`src/sv/rpcf_pkg.sv`:
```
`timescale 1ns / 1ps
`default_nettype none

package rpcf_pkg;

   // Filter mode codes held in the mode register
   typedef enum logic [2:0] {
      MODE_PASS     = 3'd0,
      MODE_GRAY     = 3'd1,
      MODE_CLR_RED  = 3'd2,
      MODE_CLR_GRN  = 3'd3,
      MODE_CLR_BLU  = 3'd4,
      MODE_INVERT   = 3'd5,
      MODE_BRIGHTEN = 3'd6,
      MODE_SEPIA    = 3'd7
   } mode_type;

   localparam int CHAN_W   = 8;
   localparam int COEF_W   = 16;
   localparam int PROD_W   = CHAN_W + COEF_W;
   localparam int ACC_W    = PROD_W + 1;
   localparam int GSUM_W   = CHAN_W + 2;
   localparam int GPROD_W  = 2 * GSUM_W;

   localparam logic [CHAN_W-1:0] CHAN_MAX   = 8'd255;
   localparam logic [CHAN_W:0]   BRIGHT_ADD = 9'd38;

   // Divide by three as multiply by 683 then shift right by 11 (exact up to 765)
   localparam logic [GSUM_W-1:0] DIV3_MUL   = 10'd683;
   localparam int                DIV3_SHIFT = 11;

   // Sepia weights, unsigned Q0.16; row is the output channel, column the input
   localparam logic [COEF_W-1:0] SEPIA_COEF [3][3] = '{
      '{16'd23514, 16'd46164, 16'd8965},
      '{16'd19595, 16'd38470, 16'd7471},
      '{16'd15676, 16'd30776, 16'd5977}
   };

   typedef struct packed {
      logic [CHAN_W-1:0] in_red;
      logic [CHAN_W-1:0] in_green;
      logic [CHAN_W-1:0] in_blue;
   } req_pixel_type;

   typedef struct packed {
      logic [CHAN_W-1:0] out_red;
      logic [CHAN_W-1:0] out_green;
      logic [CHAN_W-1:0] out_blue;
   } rsp_pixel_type;

endpackage

`default_nettype wire

```
`src/sv/rgb_pixel_color_filter.sv`:
```
`timescale 1ns / 1ps
`default_nettype none

// Per-pixel RGB color filter.
// Request channel (req_valid, req_stall, req_data) carries one RGB pixel of
// 8-bit channels; the response channel (rsp_valid, rsp_stall, rsp_data)
// returns the filtered pixel. A transfer happens on a clock edge with valid
// high and stall low. csr_write/csr_data load the 3-bit filter mode: pass,
// gray, clear red, clear green, clear blue, invert, brighten or sepia. Change
// it only while no request is in flight.
// Stage one forms the nine sepia products and the gray sum, stage two adds
// the sepia products and scales the gray sum by one third, and stage three
// saturates and selects by mode. Throughput is one pixel per cycle while
// rsp_stall stays low. Each stage holds while the stage after it is full and
// stalled, so a response stall backs up the pipeline one stage at a time and
// req_stall rises only once all three stages are full.
// Synchronous reset empties the pipeline and sets the mode to pass-through.
module rgb_pixel_color_filter (
   input  wire logic                    clock,
   input  wire logic                    reset,
   input  wire logic                    req_valid,
   output      logic                    req_stall,
   input  wire rpcf_pkg::req_pixel_type req_data,
   output      logic                    rsp_valid,
   input  wire logic                    rsp_stall,
   output      rpcf_pkg::rsp_pixel_type rsp_data,
   input  wire logic                    csr_write,
   input  wire logic [2:0]              csr_data
);
   import rpcf_pkg::*;

   mode_type mode_ff;

   logic                 v1_ff, v2_ff, v3_ff;
   logic                 en1, en2, en3;
   mode_type             mode1_ff, mode2_ff;
   req_pixel_type        pix1_ff, pix2_ff;
   logic [PROD_W-1:0]    prod1_in [3][3];
   logic [PROD_W-1:0]    prod1_ff [3][3];
   logic [GSUM_W-1:0]    gsum1_in, gsum1_ff;
   logic [ACC_W-1:0]     acc2_in [3];
   logic [ACC_W-1:0]     acc2_ff [3];
   logic [GPROD_W-1:0]   gprod;
   logic [CHAN_W-1:0]    gray2_in, gray2_ff;
   logic [CHAN_W-1:0]    chan2 [3];
   logic [CHAN_W-1:0]    sepia [3];
   logic [CHAN_W-1:0]    bright [3];
   logic [CHAN_W:0]      bsum [3];
   logic [CHAN_W-1:0]    res [3];
   rsp_pixel_type        rsp_in, rsp_ff;
   logic [CHAN_W-1:0]    chan_in [3];

   // Hold the mode register
   always_ff @(posedge clock) begin
      if (reset) begin
         mode_ff <= MODE_PASS;
      end else if (csr_write) begin
         mode_ff <= mode_type'(csr_data);
      end
   end

   // Advance a stage when it is empty or its successor takes its content
   assign en3       = !v3_ff || !rsp_stall;
   assign en2       = !v2_ff || en3;
   assign en1       = !v1_ff || en2;
   assign req_stall = !en1;

   always_ff @(posedge clock) begin
      if (reset) begin
         v1_ff <= 1'b0;
         v2_ff <= 1'b0;
         v3_ff <= 1'b0;
      end else begin
         if (en1) v1_ff <= req_valid;
         if (en2) v2_ff <= v1_ff;
         if (en3) v3_ff <= v2_ff;
      end
   end

   // Stage one: sepia products and gray sum
   assign chan_in[0] = req_data.in_red;
   assign chan_in[1] = req_data.in_green;
   assign chan_in[2] = req_data.in_blue;

   always_comb begin
      for (int o = 0; o < 3; o++) begin
         for (int i = 0; i < 3; i++) begin
            prod1_in[o][i] = PROD_W'(chan_in[i]) * PROD_W'(SEPIA_COEF[o][i]);
         end
      end
      gsum1_in = GSUM_W'(chan_in[0]) + GSUM_W'(chan_in[1]) + GSUM_W'(chan_in[2]);
   end

   always_ff @(posedge clock) begin
      if (en1) begin
         mode1_ff <= mode_ff;
         pix1_ff  <= req_data;
         prod1_ff <= prod1_in;
         gsum1_ff <= gsum1_in;
      end
   end

   // Stage two: sepia sums and gray sum divided by three
   always_comb begin
      for (int o = 0; o < 3; o++) begin
         acc2_in[o] = ACC_W'(prod1_ff[o][0]) + ACC_W'(prod1_ff[o][1])
                    + ACC_W'(prod1_ff[o][2]);
      end
      gprod    = GPROD_W'(gsum1_ff) * GPROD_W'(DIV3_MUL);
      gray2_in = gprod[DIV3_SHIFT +: CHAN_W];
   end

   always_ff @(posedge clock) begin
      if (en2) begin
         mode2_ff <= mode1_ff;
         pix2_ff  <= pix1_ff;
         acc2_ff  <= acc2_in;
         gray2_ff <= gray2_in;
      end
   end

   // Stage three: saturate, brighten, invert and select by mode
   assign chan2[0] = pix2_ff.in_red;
   assign chan2[1] = pix2_ff.in_green;
   assign chan2[2] = pix2_ff.in_blue;

   always_comb begin
      for (int c = 0; c < 3; c++) begin
         sepia[c]  = (acc2_ff[c][ACC_W-1:COEF_W] > (ACC_W-COEF_W)'(CHAN_MAX))
                   ? CHAN_MAX : acc2_ff[c][COEF_W +: CHAN_W];
         bsum[c]   = {1'b0, chan2[c]} + BRIGHT_ADD;
         bright[c] = bsum[c][CHAN_W] ? CHAN_MAX : bsum[c][CHAN_W-1:0];
         res[c]    = chan2[c];
         unique case (mode2_ff)
            MODE_PASS:     res[c] = chan2[c];
            MODE_GRAY:     res[c] = gray2_ff;
            MODE_CLR_RED:  res[c] = (c == 0) ? '0 : chan2[c];
            MODE_CLR_GRN:  res[c] = (c == 1) ? '0 : chan2[c];
            MODE_CLR_BLU:  res[c] = (c == 2) ? '0 : chan2[c];
            MODE_INVERT:   res[c] = CHAN_MAX - chan2[c];
            MODE_BRIGHTEN: res[c] = bright[c];
            MODE_SEPIA:    res[c] = sepia[c];
            default:       res[c] = chan2[c];
         endcase
      end
      rsp_in.out_red   = res[0];
      rsp_in.out_green = res[1];
      rsp_in.out_blue  = res[2];
   end

   always_ff @(posedge clock) begin
      if (en3) begin
         rsp_ff <= rsp_in;
      end
   end

   assign rsp_valid = v3_ff;
   assign rsp_data  = rsp_ff;

endmodule

`default_nettype wire
```
`config.mk`:
```
export PLATFORM = sky130hd
export DESIGN_NAME = rgb_pixel_color_filter
export DESIGN_NICKNAME = d
export VERILOG_FILES = /design/src/sv/rpcf_pkg.sv /design/src/sv/rgb_pixel_color_filter.sv
export SDC_FILE = /design/constraint.sdc
export NUM_CORES = 2
export LEC_CHECK = 0
export BUFFER_PORTS_ARGS = -buffer_cell sky130_fd_sc_hd__buf_2
export CORE_MARGIN = 2
export CORE_UTILIZATION = 55
export DETAILED_ROUTE_END_ITERATION = 6
export HOLD_SLACK_MARGIN = 0.08
export PLACE_DENSITY = 0.76
export SLEW_MARGIN = 20
export SYNTH_ARGS = -nofsm -noshare
export SYNTH_HDL_FRONTEND = slang
export SYNTH_SLANG_ARGS = --single-unit
```
`constraint.sdc`:
```
create_clock -name clock -period 6.3 [get_ports clock]
set_clock_uncertainty 0.15 [all_clocks]
set_input_delay 0.945 -clock clock [delete_from_list [all_inputs] [get_ports clock]]
set_output_delay 0.945 -clock clock [all_outputs]
set_load 0.01 [all_outputs]
```
## Word level (Yosys, flattened, before mapping)

Index checks and enable logic that the tools add are counted.

- Flip-flop bits (word level): 371
- Word-level logic and storage cells: 84
- Bits in read-only memories: 0
- Memory bits (writable): 0
- Memories kept: 0
- Bits in latches: 0

- Shifts and indexed selects: 0
- Add/subtract/negate cells: 14
- Div/mod/pow operators: 0
- Eq/ne operators: 7
- Bitwise operators: 0
- Reductions and logical operators: 12
- Multiply operators: 10
- Order comparisons: 3
- Multiplexer cells: 9

Operators by type and width:

| operator | count |
|---|---|
| $pmux W8 S6 | 3 |
| $mul A8 B14 Y22 const B | 3 |
| $add A23 B24 Y25 | 2 |
| $mux W8 | 6 |
| $mul A8 B15 Y23 const B | 2 |
| $mul A8 B13 Y21 const B | 2 |
| $mul A8 B12 Y20 const B | 2 |
| $add A8 B6 Y9 const B | 3 |
| $gt A9 B8 Y1 const B | 3 |
| $add A24 B21 Y25 | 1 |
| $add A25 B21 Y25 | 1 |
| $add A25 B22 Y25 | 1 |
| $add A22 B23 Y24 | 1 |
| $sub A8 B8 Y8 const A | 3 |
| $mul A10 B10 Y19 const B | 1 |
| $eq A3 B3 Y1 const B | 4 |
| $add A9 B8 Y10 | 1 |
| $add A8 B8 Y9 | 1 |
| $reduce_or A3 Y1 | 3 |
| $eq A3 B2 Y1 const B | 2 |
| $logic_not A1 Y1 | 5 |
| $eq A3 B1 Y1 const B | 1 |
| $logic_not A3 Y1 | 1 |
| $logic_or A1 B1 Y1 | 3 |

## Longest topological paths before layout

- Word-level depth: 5
- Depth in mapped cells: 17
- Depth with buffers taken out: 17

## Worst setup path before layout

No wires, ideal clock.

- Kind: input-to-output
- Start: input port rsp_stall
- End: output port req_stall
- Path buffers: 0
- Stages: 3
- Slack: -1.056 ns
- Data required time: 5.205 ns
- Data arrival time: 6.261 ns
- Cell sequence: and3_1 nand2_1 inv_1

- Longest elaborated chain between the ends: 5

RTL lines:

| item | RTL line | RTL |
|---|---|---|
| start, declared | rgb_pixel_color_filter.sv:25 | `input wire logic rsp_stall,` |
| $logic_not A1 Y1 | rgb_pixel_color_filter.sv:63 | `assign en3 = !v3_ff \|\| !rsp_stall;` |
| $logic_or A1 B1 Y1 | rgb_pixel_color_filter.sv:63 |  |
| $logic_or A1 B1 Y1 | rgb_pixel_color_filter.sv:64 | `assign en2 = !v2_ff \|\| en3;` |
| $logic_or A1 B1 Y1 | rgb_pixel_color_filter.sv:65 | `assign en1 = !v1_ff \|\| en2;` |
| $logic_not A1 Y1 | rgb_pixel_color_filter.sv:66 | `assign req_stall = !en1;` |
| end, declared | rgb_pixel_color_filter.sv:22 | `output logic req_stall,` |

Every way passes these cells.

==> flow_summary.yaml <==
pwr:
  fin_total_pwr_w: 0.0193
  p_leak_nw: 15.8
  switchingPower_w: 0.00884
  power.internal_w: 0.0104
  p_sw_share_pct: 45.9
  comb_power_share_pct: 67.1
  p_clk_share_pct: 10.9
  powerDensity_mw_per_mm2: 584
  irDropWorstVdd_v: 0.000694
  pwr-share-seq_pct: 22.1
worst_setup_path:
  r2r-end: "gray2_ff[5]$_DFFE_PP_"
  startpoint_type: "input pin"
  path_class: "in2reg"
  rrSetupSlack_ns: 1.50
  crit_end: "prod1_ff[69]$_DFFE_PN_"
  critical_path_arrival_ns: 5.63
  reg2reg_depth: 16
  crit_path_max_fanout: 6
  worstReg2RegStart: "gsum1_ff[7]$_DFFE_PN_"
  cp-end-kind: "flip-flop"
  startpoint: "req_data[21]"
  cp.required_ns: 6.43
clock_tree:
  cts_buffer_depth: 3
  postCtsHoldBufs: 0
  cts-buffers-inserted: 37
  cts_max_level: 2
  clk_pin_slew_ns: 0.06
  cts_resized: 0
  cts_root_buf: "clkbuf_16"
  clkSinkCount: 306
  cts_setup_buffers: 0
  clk_latency_ns: 0.55
  cts_tree: "yes"
layout:
  num-nets-final: 3728
  syn_to_final_growth_pct: 8.22
  num_antenna_cells: 0
  drive_gt1_share_pct: 5.71
route:
  drtPass1Iterations: 5
  antenna_left: 0
  drtIter0Drc: 1258
  wl_mm: 76.4
  viasPerCell: 5.75
  post-route-drc-count: 0
  dr_total_vias: 20898
  wl_per_cell_um: 21.0
yosys:
  synth-seq-cells: 306
  ys_seq_area_share_pct: 29.9
  async_reset_ff_share_pct: 0
  ys.flop_type: "edfxtp_1"
  ys_types: 72
  synth_nets: 3631
  yosys_warnings: 0
  synth_edf_count: 300
  synthesis.instances: 2764
  synth.cell_area_mm2: 0.0305
  syn_area_per_cell_um2: 11.0
grt:
  grt_max_degree: 86
  grt_usage_pct: 27.7
  overflow: 0
  antenna_found_initial: 4
  grt_pass1_wl_mm: 120
  grt_pass1_vias: 21606
job:
  drv_cap: 0
floorplan:
  dieArea_mm2: 0.0573
  initial_utilization_pct: 55.5
  die_w_um: 239
  die_h_um: 239
  core_mm2: 0.0550
  rows: 86
  io_pins: 58
status:
  outcome: "complete, no violations"
sta:
  worst_slew_pin_slew_ns: 1.08
  min_period_over_period_pct: 87.4
  hold_violations: 0
  drv_slew: 0
  setup_tns_ns: 0
  setup_violations: 0
  fin_crit_ns: 5.50
  slew_headroom_pct: 27.7
  fmax_mhz: 182
  rsz0062_at_grt: "false"
hold_path:
  hp-class: "reg2reg"
place:
  gp_congestion: 0.964
  port_buffers: 57
  place_hpwl_mm: 63.0
[synth_stat cells, drive strengths merged (12+ instances only)]
library cell / n / area (um2)
a211oi: 14 / 105
a21o: 50 / 375
a21oi: 128 / 648
a31oi: 27 / 175
and2: 14 / 87.6
and3: 18 / 113
clkbuf: 18 / 67.6
edfxtp: 300 / 9010
fa: 278 / 5570
ha: 557 / 6970
inv: 480 / 1800
nand2: 107 / 402
nand2b: 19 / 119
nand3: 41 / 205
nor2: 127 / 477
nor2b: 20 / 125
nor3: 49 / 245
o211ai: 22 / 165
o21a: 24 / 180
o21ai: 116 / 581
o21bai: 31 / 233
o22ai: 15 / 93.8
or2: 12 / 75.1
xnor2: 123 / 1080
xor2: 48 / 420
[how the worst min path moves through the flow]
stage | from | end | cells past startpoint
after floorplan | pix1_ff[10]$_DFFE_PN_ | chan2[10]$_DFFE_PP_ | 0
after global placement | pix1_ff[12]$_DFFE_PN_ | chan2[12]$_DFFE_PP_ | 0
after detailed placement | pix1_ff[10]$_DFFE_PN_ | chan2[10]$_DFFE_PP_ | 0
after CTS | pix1_ff[12]$_DFFE_PN_ | chan2[12]$_DFFE_PP_ | 0
after global routing | pix1_ff[12]$_DFFE_PN_ | chan2[12]$_DFFE_PP_ | 0
final | pix1_ff[10]$_DFFE_PN_ | chan2[10]$_DFFE_PP_ | 0
[worst max-delay path: stages]
cell	delay (ns)
buf_2	0.14
fa_1	0.68
inv_1	0.15
fa_1	0.53
fa_1	0.52
inv_1	0.05
fa_1	0.45
ha_1	0.36
a21o_1	0.19
a21oi_1	0.22
a21boi_0	0.20
a221oi_1	0.38
a21oi_1	0.15
a211oi_1	0.35
a21oi_1	0.15
xnor2_1	0.15
[power groups by stage]
stage	Clock [W]	Combinational, W	Sequential, W
5_1_grt	0.00221	0.0146	0.00433
4_1_cts	0.00212	0.0129	0.00425
3_5_place_dp	0	0.0127	0.00428
2_1_floorplan	0	0.00951	0.00399
6_report	0.00209	0.0129	0.00425
3_3_place_gp	0	0.0123	0.00428
[layout make-up]
type	instances	area, um2
flip-flops and latches	306	9130
clock inverters	21	179
clock buffers	46	1010
inverters	480	1800
well taps	748	936
repair buffers	77	435
fillers	4419	22000
multi-input cells	1959	19500
[cell families (layout without fill, tap and decap cells)]
family                     after synthesis  count (layout)  share of synthesized area, %
adders and majority gates              835             835                          41.1
DFF                                    306             306                          29.9
muxes                                   10              10                         0.328
and+or+nand+nor                        431             431                          6.62
xor gates and xnor gates               171             171                          4.91
buffers and inverters                  499             624                          6.14
AOI/OAI and AO/OA                      512             512                          10.9
[metal layers]
metal	share of wire, %	routed length, um	track usage [%]
met1	42	31800	35.6
met2	48	36600	47.0
met3	5.7	4330	4.14
met4	4.6	3530	11.1
met5	0.035	27	0
[cell usage in the layout (no fill, tap or decap), types with 5 or more instances in the layout]
cell type,netlist,layout
o21ai_0,114,114
o31ai_1,6,6
o21bai_1,31,31
edfxtp_1,300,300
nor2_1,127,127
mux2i_1,10,10
fa_1,278,278
buf_2,0,57
o22ai_1,15,15
clkbuf_1,18,5
or2_2,12,12
a31o_2,9,9
and3_1,18,18
nor3_1,49,49
inv_1,480,479
nand2b_1,19,19
nand4_1,9,9
a41o_1,5,5
nor2b_1,20,20
a21o_1,50,50
a31oi_1,26,26
a21oi_1,126,126
o211ai_1,22,22
ha_1,557,557
dfxtp_1,6,6
clkinv_1,0,6
xor2_1,48,48
a211oi_1,14,14
o2111ai_1,7,7
nand2_1,107,106
nand3_1,41,41
o21a_1,24,24
xnor2_1,123,123
clkinv_2,0,6
buf_4,0,20
clkbuf_16,0,38
and2_1,14,14
a221oi_1,5,5
[flip-flops by register name (all words and copies together) (netlist names)]
name and cells:
gray2_ff 8, rsp_valid 1, chan2 24, pix1_ff 24
v2_ff 1, mode_ff 3, mode1_ff 3, prod1_ff 178
v1_ff 1, acc2_ff 26, gsum1_ff 10, mode2_ff 3
rsp_data 24
[metrics by stage]
stage                     cell area [um2]  hold slack [ns]  worst slack [ns]  cells  utilization (%)
after floorplan                     30500            0.250             0.875   2764                -
after global placement              31800            0.252             0.366   3570             57.8
after detailed placement            31800            0.255             0.306   3570             57.8
after CTS                           33000            0.266             0.845   3637             60.0
after global routing                33000            0.279             0.416   3637             60.0
final                               33000            0.267             0.796   3637             60.0
(Power assumes the default switching activity.)
